File: src/design/nht_pkg.sv
package nht_pkg;

  localparam int NODE_SLOTS_DEF = 16;

  localparam int KIND_W  = 3;
  localparam int INDEX_W = 4;
  localparam int CNT_W   = 8;
  localparam int HLTH_W  = 2;
  localparam int CFG_IDX_W  = 2;
  localparam int CFG_DATA_W = 8;

  // request kinds
  localparam logic [KIND_W-1:0] KIND_SUCCESS   = 3'd0;
  localparam logic [KIND_W-1:0] KIND_SERV_ERR  = 3'd1;
  localparam logic [KIND_W-1:0] KIND_CONN_FAIL = 3'd2;
  localparam logic [KIND_W-1:0] KIND_ADD       = 3'd3;
  localparam logic [KIND_W-1:0] KIND_REMOVE    = 3'd4;

  // health codes
  localparam logic [HLTH_W-1:0] H_ACTIVE = 2'd0;
  localparam logic [HLTH_W-1:0] H_QUAR   = 2'd1;
  localparam logic [HLTH_W-1:0] H_DOWN   = 2'd2;

  // register indexes
  localparam logic [CFG_IDX_W-1:0] CFG_ERR_THR  = 2'd0;
  localparam logic [CFG_IDX_W-1:0] CFG_SUCC_THR = 2'd1;
  localparam logic [CFG_IDX_W-1:0] CFG_DISABLE  = 2'd2;

  typedef struct packed {
    logic              used;
    logic [HLTH_W-1:0] health;
    logic [CNT_W-1:0]  errors;
    logic [CNT_W-1:0]  successes;
  } slot_t;

  typedef struct packed {
    logic [CNT_W-1:0] err_thr;
    logic [CNT_W-1:0] succ_thr;
    logic             disabled;
  } cfg_t;

  function automatic logic [CNT_W-1:0] eff_thr(input logic [CNT_W-1:0] t);
    eff_thr = (t == '0) ? CNT_W'(1) : t;
  endfunction

  function automatic logic [CNT_W-1:0] sat_inc(input logic [CNT_W-1:0] v);
    sat_inc = (v == '1) ? v : v + CNT_W'(1);
  endfunction

endpackage

File: src/design/nht_slot_table.sv
module nht_slot_table #(
  parameter int NODE_SLOTS = nht_pkg::NODE_SLOTS_DEF,
  parameter int IDX_W      = (NODE_SLOTS > 1) ? $clog2(NODE_SLOTS) : 1
) (
  input  logic                 clk,
  input  logic                 rst_n,
  input  logic [IDX_W-1:0]     rd_idx,
  output nht_pkg::slot_t       rd_entry,
  input  logic                 wr_en,
  input  logic [IDX_W-1:0]     wr_idx,
  input  nht_pkg::slot_t       wr_entry
);

  logic [NODE_SLOTS-1:0]          used_r;
  logic [nht_pkg::HLTH_W-1:0]     health_r [NODE_SLOTS];
  logic [nht_pkg::CNT_W-1:0]      errors_r [NODE_SLOTS];
  logic [nht_pkg::CNT_W-1:0]      succ_r   [NODE_SLOTS];

  // present flags clear at reset, the rest is written by an add before use
  always_ff @(posedge clk) begin
    if (!rst_n) begin
      used_r <= '0;
    end else if (wr_en) begin
      used_r[wr_idx] <= wr_entry.used;
    end
  end

  always_ff @(posedge clk) begin
    if (wr_en) begin
      health_r[wr_idx] <= wr_entry.health;
      errors_r[wr_idx] <= wr_entry.errors;
      succ_r[wr_idx]   <= wr_entry.successes;
    end
  end

  always_comb begin
    rd_entry.used      = used_r[rd_idx];
    rd_entry.health    = health_r[rd_idx];
    rd_entry.errors    = errors_r[rd_idx];
    rd_entry.successes = succ_r[rd_idx];
  end

endmodule

File: src/design/nht_update.sv
module nht_update (
  input  logic [nht_pkg::KIND_W-1:0] kind,
  input  logic                       in_range,
  input  nht_pkg::cfg_t              cfg,
  input  nht_pkg::slot_t             cur,
  output logic                       wr_en,
  output nht_pkg::slot_t             nxt,
  output nht_pkg::slot_t             result
);

  logic [nht_pkg::CNT_W-1:0] et;
  logic [nht_pkg::CNT_W-1:0] st;
  logic [nht_pkg::CNT_W-1:0] succ_inc;
  logic [nht_pkg::CNT_W-1:0] err_inc;
  logic                      report_ok;

  assign et        = nht_pkg::eff_thr(cfg.err_thr);
  assign st        = nht_pkg::eff_thr(cfg.succ_thr);
  assign succ_inc  = nht_pkg::sat_inc(cur.successes);
  assign err_inc   = nht_pkg::sat_inc(cur.errors);
  assign report_ok = !cfg.disabled && cur.used;
  assign wr_en     = in_range;

  always_comb begin
    nxt = cur;
    case (kind)
      nht_pkg::KIND_ADD: begin
        if (!cur.used) begin
          nxt.used      = 1'b1;
          nxt.health    = nht_pkg::H_ACTIVE;
          nxt.errors    = '0;
          nxt.successes = st;
        end
      end
      nht_pkg::KIND_REMOVE: begin
        nxt.used = 1'b0;
      end
      nht_pkg::KIND_SUCCESS: begin
        if (report_ok) begin
          nxt.errors = '0;
          if (cur.health == nht_pkg::H_DOWN) begin
            nxt.health    = nht_pkg::H_QUAR;
            nxt.successes = nht_pkg::CNT_W'(1);
          end else if (cur.health == nht_pkg::H_QUAR) begin
            if (succ_inc >= st) begin
              nxt.health    = nht_pkg::H_ACTIVE;
              nxt.successes = st;
            end else begin
              nxt.successes = succ_inc;
            end
          end else begin
            nxt.successes = st;
          end
        end
      end
      nht_pkg::KIND_SERV_ERR: begin
        if (report_ok) begin
          nxt.errors    = err_inc;
          nxt.successes = '0;
          if (err_inc >= et) begin
            nxt.health = nht_pkg::H_DOWN;
          end
        end
      end
      nht_pkg::KIND_CONN_FAIL: begin
        if (report_ok) begin
          nxt.health    = nht_pkg::H_DOWN;
          nxt.errors    = et;
          nxt.successes = '0;
        end
      end
      default: begin
        nxt = cur;
      end
    endcase
  end

  // empty or out-of-range slot reads as all zero
  always_comb begin
    if (in_range && nxt.used) begin
      result = nxt;
    end else begin
      result = '0;
    end
  end

endmodule

File: src/design/node_health_tracker_unit.sv
// Node health tracker: a table of NODE_SLOTS node slots, each with a present
// flag, a health state (active, quarantined, down) and saturating counts of
// consecutive server errors and successes. Each request adds or removes a
// node or reports success, server error or connection failure for it, and
// returns exactly one result with the slot's status after the update.
// Throughput is one request per clock while out_ready holds; the input
// register and the result register enclose the single read-modify-write
// of the flop-based slot table that sets the rate. The output register
// lets the next request enter while a result waits for out_ready. The
// user writes thresholds and the disable bit through the cfg port only
// while no request is in flight; the block does not enforce this. A
// threshold of 0 acts as 1. No clearing pass is needed after reset.
module node_health_tracker_unit #(
  parameter int NODE_SLOTS = nht_pkg::NODE_SLOTS_DEF
) (
  input  logic                             clk,
  input  logic                             rst_n,
  // request channel
  input  logic                             in_valid,
  output logic                             in_ready,
  input  logic [nht_pkg::KIND_W-1:0]       in_kind,
  input  logic [nht_pkg::INDEX_W-1:0]      in_node_index,
  // result channel
  output logic                             out_valid,
  input  logic                             out_ready,
  output logic                             out_present,
  output logic [nht_pkg::HLTH_W-1:0]       out_health,
  output logic [nht_pkg::CNT_W-1:0]        out_error_count,
  output logic [nht_pkg::CNT_W-1:0]        out_success_count,
  // configuration write port
  input  logic                             cfg_wr_en,
  input  logic [nht_pkg::CFG_IDX_W-1:0]    cfg_index,
  input  logic [nht_pkg::CFG_DATA_W-1:0]   cfg_wr_data
);

  localparam int IDX_W = (NODE_SLOTS > 1) ? $clog2(NODE_SLOTS) : 1;
  // wide enough for the node index and for NODE_SLOTS itself
  localparam int EXT_W = ((IDX_W > nht_pkg::INDEX_W) ? IDX_W : nht_pkg::INDEX_W) + 1;

  // configuration registers
  nht_pkg::cfg_t cfg_r;

  always_ff @(posedge clk) begin
    if (!rst_n) begin
      cfg_r.err_thr  <= nht_pkg::CNT_W'(1);
      cfg_r.succ_thr <= nht_pkg::CNT_W'(1);
      cfg_r.disabled <= 1'b0;
    end else if (cfg_wr_en) begin
      case (cfg_index)
        nht_pkg::CFG_ERR_THR:  cfg_r.err_thr  <= cfg_wr_data;
        nht_pkg::CFG_SUCC_THR: cfg_r.succ_thr <= cfg_wr_data;
        nht_pkg::CFG_DISABLE:  cfg_r.disabled <= cfg_wr_data[0];
        default: begin
        end
      endcase
    end
  end

  // input register
  logic                           s1_valid_r;
  logic [nht_pkg::KIND_W-1:0]     s1_kind_r;
  logic [nht_pkg::INDEX_W-1:0]    s1_index_r;
  logic                           s2_load;

  // stage 1 moves on when the result register is free or being drained
  assign s2_load  = s1_valid_r && (!out_valid || out_ready);
  assign in_ready = !s1_valid_r || s2_load;

  always_ff @(posedge clk) begin
    if (!rst_n) begin
      s1_valid_r <= 1'b0;
    end else if (in_ready) begin
      s1_valid_r <= in_valid;
    end
  end

  always_ff @(posedge clk) begin
    if (in_valid && in_ready) begin
      s1_kind_r  <= in_kind;
      s1_index_r <= in_node_index;
    end
  end

  // slot lookup
  logic [EXT_W-1:0] idx_ext;
  logic             in_range;
  logic [IDX_W-1:0] slot_sel;

  assign idx_ext  = EXT_W'(s1_index_r);
  assign in_range = idx_ext < EXT_W'(NODE_SLOTS);
  assign slot_sel = idx_ext[IDX_W-1:0];

  nht_pkg::slot_t cur_entry;
  nht_pkg::slot_t nxt_entry;
  nht_pkg::slot_t res_entry;
  logic           upd_wr_en;

  nht_slot_table #(
    .NODE_SLOTS (NODE_SLOTS),
    .IDX_W      (IDX_W)
  ) u_table (
    .clk      (clk),
    .rst_n    (rst_n),
    .rd_idx   (slot_sel),
    .rd_entry (cur_entry),
    .wr_en    (upd_wr_en && s2_load),
    .wr_idx   (slot_sel),
    .wr_entry (nxt_entry)
  );

  nht_update u_update (
    .kind     (s1_kind_r),
    .in_range (in_range),
    .cfg      (cfg_r),
    .cur      (cur_entry),
    .wr_en    (upd_wr_en),
    .nxt      (nxt_entry),
    .result   (res_entry)
  );

  // result register
  logic           out_valid_r;
  logic           out_valid_nxt;
  nht_pkg::slot_t out_res_r;

  assign out_valid_nxt = s2_load || (out_valid_r && !out_ready);

  always_ff @(posedge clk) begin
    if (!rst_n) begin
      out_valid_r <= 1'b0;
    end else begin
      out_valid_r <= out_valid_nxt;
    end
  end

  always_ff @(posedge clk) begin
    if (s2_load) begin
      out_res_r <= res_entry;
    end
  end

  assign out_valid         = out_valid_r;
  assign out_present       = out_res_r.used;
  assign out_health        = out_res_r.health;
  assign out_error_count   = out_res_r.errors;
  assign out_success_count = out_res_r.successes;

`ifndef SYNTH
  // an empty slot always reports all-zero status
  a_empty_zero: assert property (@(posedge clk) disable iff (!rst_n)
    (out_valid && !out_present) |->
      (out_health == '0 && out_error_count == '0 && out_success_count == '0))
    else $error("empty slot result carries nonzero fields");

  // a connection failure on a live node shows it down
  a_conn_down: assert property (@(posedge clk) disable iff (!rst_n)
    (s2_load && in_range && s1_kind_r == nht_pkg::KIND_CONN_FAIL &&
     cur_entry.used && !cfg_r.disabled) |=>
      (out_valid && out_present && out_health == nht_pkg::H_DOWN))
    else $error("connection failure did not mark node down");

  // an add always leaves the slot present
  a_add_present: assert property (@(posedge clk) disable iff (!rst_n)
    (s2_load && in_range && s1_kind_r == nht_pkg::KIND_ADD) |=>
      (out_valid && out_present))
    else $error("add did not leave slot present");

  // both stages full and stalled must hold off new requests
  a_full_stall: assert property (@(posedge clk) disable iff (!rst_n)
    (s1_valid_r && out_valid && !out_ready) |-> !in_ready)
    else $error("request accepted with pipeline full");
`endif

endmodule

File: config.mk
export PLATFORM = sky130hd
export DESIGN_NAME = node_health_tracker_unit
export DESIGN_NICKNAME = d
export VERILOG_FILES = /design/src/design/nht_pkg.sv /design/src/design/nht_slot_table.sv /design/src/design/nht_update.sv /design/src/design/node_health_tracker_unit.sv
export SDC_FILE = /design/constraint.sdc
export NUM_CORES = 1
export LEC_CHECK = 0
export BUFFER_PORTS_ARGS = -buffer_cell sky130_fd_sc_hd__buf_4
export CAP_MARGIN = 30
export CORE_ASPECT_RATIO = 0.8
export CORE_MARGIN = 2
export CORE_UTILIZATION = 38
export CTS_CLUSTER_DIAMETER = 80
export CTS_CLUSTER_SIZE = 40
export DETAILED_ROUTE_END_ITERATION = 8
export HOLD_SLACK_MARGIN = 0.05
export PLACE_DENSITY = 0.54
export SETUP_SLACK_MARGIN = 0.15
export SYNTH_ARGS = -nofsm -noshare
export SYNTH_HDL_FRONTEND = slang
export SYNTH_HIERARCHICAL = 1
export SYNTH_SLANG_ARGS = --single-unit
File: constraint.sdc
create_clock -name clk -period 5.8 [get_ports clk]
set_clock_uncertainty 0.05 [all_clocks]
set_input_delay 0.87 -clock clk [delete_from_list [all_inputs] [get_ports clk]]
set_output_delay 0.87 -clock clk [all_outputs]
set_load 0.01 [all_outputs]
### After elaboration in Yosys (flattened, before gate mapping)

Memory sizes are Yosys's and may differ from the RTL's. A register that Yosys moved wholly into a read port is not among the register bits.
Cells that the tools add are included.

| word-level totals | value |
|---|---|
| RAM bits | 288 |
| word-level logic and storage cells | 80 |
| memories kept | 3 |
| output and inout bits | 21 |
| flip-flop bits (word level) | 61 |
| input port bits | 22 |

| cells by class | value |
|---|---|
| $add $sub $neg | 2 |
| equality and inequality tests | 10 |
| muxes and demuxes | 27 |
| reductions and logical operators | 21 |
| magnitude comparators | 5 |

Memory list:

| name | depth | bits a word | rd ports | clocked after Yosys merged registers in | write ports | RTL line | text |
|---|---|---|---|---|---|---|---|
| u_table.errors_r | 16 | 8 | 1 | 1 | 1 | nht_slot_table.sv:16 | `logic [nht_pkg::CNT_W-1:0] errors_r [NODE_SLOTS];` |
| u_table.succ_r | 16 | 8 | 1 | 1 | 1 | nht_slot_table.sv:17 | `logic [nht_pkg::CNT_W-1:0] succ_r [NODE_SLOTS];` |
| u_table.health_r | 16 | 2 | 1 | 1 | 1 | nht_slot_table.sv:15 | `logic [nht_pkg::HLTH_W-1:0] health_r [NODE_SLOTS];` |

Operator list:

| operator | count |
|---|---|
| 2-to-1 mux 18 bit | 4 |
| one-hot mux 18 bit (4 select lines) | 1 |
| 2-to-1 mux 8 bit | 7 |
| adder 8 x 1 -> 8 bit (second input constant) | 2 |
| bitwise mux 16 bit | 1 |
| == test 8 bit (second input constant) | 2 |
| greater-or-equal comparator 8 bit | 2 |
| logical NOT 8 bit | 2 |
| 2-to-1 mux 4 bit | 3 |
| < comparator 4 x 5 -> 1 bit (second input constant) | 2 |
| 2-to-1 mux 2 bit | 4 |
| logical AND 1 bit | 7 |
| == test 3 x 2 -> 1 bit (second input constant) | 2 |
| AND reduction 2 bit | 3 |
| binary-select mux 1 bit (select 4 bit) | 1 |
| demux 1 bit (select 4 bit) | 1 |
| == test 2 x 1 -> 1 bit (second input constant) | 2 |
| == test 2 bit (second input constant) | 2 |
| greater-or-equal comparator 4 x 1 -> 1 bit (second input constant) | 1 |
| logical NOT 1 bit | 4 |
| 2-to-1 mux 1 bit | 4 |
| == test 3 x 1 -> 1 bit (second input constant) | 1 |
| == test 3 bit (second input constant) | 1 |
| logical NOT 3 bit | 1 |
| 3 further kinds | 5 |

### Depth between registers and ports, before layout

| depth | value |
|---|---|
| depth in word-level cells | 8 |
| depth in mapped cells | 17 |
| mapped depth without buffers | 13 |

### Modules after synthesis

Netlist, hierarchy kept.

By module, submodules not included:

| module | area each (µm²) | seq. area each (µm²) | cells an instance | instances |
|---|---|---|---|---|
| nht_slot_table | 11700.0 | 8968.6 | 551 | 1 |
| nht_update | 1910.6 | 0.0 | 281 | 1 |
| node_health_tracker_unit | 1567.8 | 1161.1 | 106 | 1 |

### Least setup slack after synthesis

Ideal clock, no wire load.

| path | value |
|---|---|
| kind | flip-flop to flip-flop |
| from | register s1_index_r[0] (netlist bit) |
| to | memory u_table/succ_r[0][0] (netlist bit) (data pin) |
| cell stages (with the launch flop) | 16 |
| library setup time | 0.291 ns |
| slack | 1.189 ns |
| data arrival time | 4.269 ns |
| cell sequence | edfxtp_1 -> buf_6 -> buf_2 -> mux4_2 -> a22oi_1 -> nand2_1 -> ha_1 -> and4_1 -> nand2_1 -> mux2_2 -> ha_1 -> a211o_1 -> a31oi_1 -> o21ai_2 -> mux2_4 -> a21oi_1 |

RTL lines:

| element | RTL line | text |
|---|---|---|
| start: declaration | node_health_tracker_unit.sv:62 | `logic [nht_pkg::INDEX_W-1:0] s1_index_r;` |
| start signal: assignment | node_health_tracker_unit.sv:80 | `s1_index_r <= in_node_index;` |
| end: declaration | nht_slot_table.sv:17 |  |

==> results.yml <==
synthesis:
  synth_top_cell_area_share_pct: 62.12
  ys_ff_latch: 349
  yosysTopAreaCell: "edfxtp_1"
  yosysWarnings: 6
  netlist_instances: 938
  synth_seq_area_share_pct: 66.74
  ys_types: 84
  async_flop_share_pct: 0
  synthMostInstantiatedCell: "edfxtp_1"
  synthFlopType: "edfxtp_1"
  synth.avg_cell_area_sq_um: 16.18
  synth_edf_count: 314
  synth_commonest_cells: "314 x edfxtp_1, 76 x mux4_2, 75 x nand2_1, 42 x a22oi_1, 35 x dfxtp_1"
  synthTopCellsByArea: "edfxtp_1 62%, mux4_2 11%, dfxtp_1 4.6%"
  synth.cell_area_sq_um: 15180
grt:
  grt_use_met3_pct: 2.515
  grt_util_met1_pct: 29.19
  grt.total_usage_pct: 18.72
  met2_usage_pct: 28.35
  grt_pass1_vias: 8316
  antenna_found_initial: 0
  grt_max_degree: 45
  busiest_layer: "met1"
  grt_pass1_wl_um: 56320
  gr-total-overflow: 0
finish:
  drive_gt1_share_pct: 21.60
  diodes: 0
  syn2layout_area_growth_pct: 9.809
  nFillCells: 3550
  fin_util_pct: 42.26
  final_nets: 1007
timing:
  setup_slack_ns: 0.5426
  max_slew_margin_pct: 29.58
  clock.fmax_mhz: 190.2
  period_share_pct: 90.64
  min_period_ns: 5.257
  worst_pin_slew_ns: 1.049
  finalSetupTns_ns: 0
  finalSetupViolCount: 0
  report.final.slew_viol_count: 0
  final_hold_viol_count: 0
  rsz0062_at_grt: "false"
power:
  ir_drop_mv: 0.1694
  p_per_area_nw_per_um2: 283.3
  total_power_mw: 4.722
  leakage_nw: 5.321
place:
  io_buffers: 42
  hpwlAfterDp_um: 23610
  gp_congestion: 0.8723
  post-place-ws_ns: 0.6746
routing:
  drc: 0
  viasPerCell: 5.677
  wl_per_cell_um: 25.27
  dr.first_iter.drc_count: 950
  antenna_left: 0
  drt_pre_antenna_iters: 5
  routed_wl_um: 38240
  vias: 8589
run_status:
  status: "finished clean"
clock_tree:
  clk_pin_slew_ns: 0.14
  insertion_delay_ns: 0.55
  holdBufCountCts: 0
  cts_tree: "done"
  cts_num_sinks: 349
  cts_root_buffer: "clkbuf_16"
  cts_resized: 0
  cts_max_level: 1
  cts_buffers: 16
  cts_setup_buffers: 0
  clk_path_buf_depth: 3
run:
  cap_violations: 0
setup_path:
  r2r-end: "u_table/succ_r[12][1]"
  worstSetupPathType: "flop to flop"
  startpoint: "s1_index_r[1]"
  worstPathMaxFanout: 22
  ff2ff_path_depth: 13
  r2r_setup_slack_ns: 0.54
  worst_setup_path_end_kind: "flop"
  endpoint: "u_table/succ_r[12][1]"
  r2r_start: "s1_index_r[1]"
  arrival_ns: 5.38
  crit_path_start_kind: "flop"
  cp.required_ns: 5.93
floorplan:
  row_count: 65
  die_h_um: 182.8
  dieWidth_um: 227.4
  initial_utilization_pct: 38.48
  io_pins: 43
  core-area_sq_um: 39440
  dieArea_sq_um: 41570
hold_path:
  hold_class: "flop to flop"
## kinds of logic (layout without fill, tap and decap cells)
family	Yosys count	count (layout)	synth area share, %
flip-flops	349	349	66.74
AND/OR/NAND/NOR	201	201	6.892
multiplexers	101	101	13.03
adder cells (fa/ha/maj)	18	18	1.484
XOR/XNOR	5	5	0.2886
other	1	2	0.02471
buffers and inverters	79	117	2.951
AO/OA/AOI/OAI	184	184	8.590
## cells in the final DEF (no fill, tap or decap), drive strengths merged, types with 6 or more instances in the layout
master    n
a31oi     6
nand2b    7
dfxtp    35
nor3b     7
mux2      7
ha       18
buf      63
mux2i    18
nand4     8
a21oi    26
a211oi    6
inv      30
nor2b    12
and3      7
o21ai    39
nand3    24
mux4     76
and2      7
nand2    75
nor3      7
edfxtp  314
a21boi   20
nor2     29
a22oi    43
clkbuf   20
## flip-flops by register name (all words and copies together) (netlist names)
register,flops
u_table/used_r,16
out_success_count,8
out_health,2
out_present,1
u_table/health_r,32
s1_kind_r,3
out_error_count,8
u_table/succ_r,128
cfg_r,17
u_table/errors_r,128
s1_valid_r,1
out_valid,1
s1_index_r,4
## critical path: stages (launching register included)
cell	delay, ns
edfxtp_1	0.78
buf_4	0.44
mux4_2	0.35
a22oi_1	0.28
nand2_1	0.26
and4_1	0.30
nand2_1	0.11
mux2_2	0.37
ha_1	0.19
a211o_1	0.28
a31oi_1	0.27
o21a_1	0.44
a31oi_1	0.15
o21ai_1	0.58
## area by class of cell
type                    instances  area [sq um]  area share, %
flip-flops and latches        349         10130          60.78
multi-input cells             511          4732          28.39
well taps                     536         670.6          4.024
repair buffers                 63         485.5          2.913
clock buffers                  20         436.7          2.620
clock inverters                 8         115.1         0.6906
inverters                      26         97.59         0.5855
## routing by layer
layer	vias up	wire (um)
li1	3784	-
met1	4463	18130
met2	309	17140
met3	33	2463
met4	0	510
met5	-	0
## power breakdown
| group | switching [mW] | leakage (nW) | internal, mW |
|---|---|---|---|
| logic | 0.304 | 1.91 | 0.167 |
| registers | 0.0230 | 3.15 | 2.80 |
| clock network | 0.839 | 0.263 | 0.585 |
## per-stage QoR
| stage | instances | instance area (sq um) | hold slack, ns |
|---|---|---|---|
| after floorplan | 939 | 15180 | 0.3946 |
| after global placement | 1485 | 16120 | 0.4147 |
| after detailed placement | 1485 | 16120 | 0.4150 |
| after CTS | 1513 | 16670 | 0.4247 |
| after global routing | 1513 | 16670 | 0.4207 |
| final | 1513 | 16670 | 0.4331 |
## worst min-delay path by stage
| stage | from | end | cells after the start |
|---|---|---|---|
| after floorplan | cfg_r[11] | cfg_r[11] | 2 |
| after global placement | u_table/used_r[1] | u_table/used_r[1] | 2 |
| after detailed placement | u_table/used_r[1] | u_table/used_r[1] | 2 |
| after CTS | in_node_index[1] | s1_index_r[1] | 1 |
| after global routing | in_node_index[1] | s1_index_r[1] | 1 |
| final | u_table/used_r[1] | u_table/used_r[1] | 2 |
Note: power is estimated with default switching activity, not from simulation.
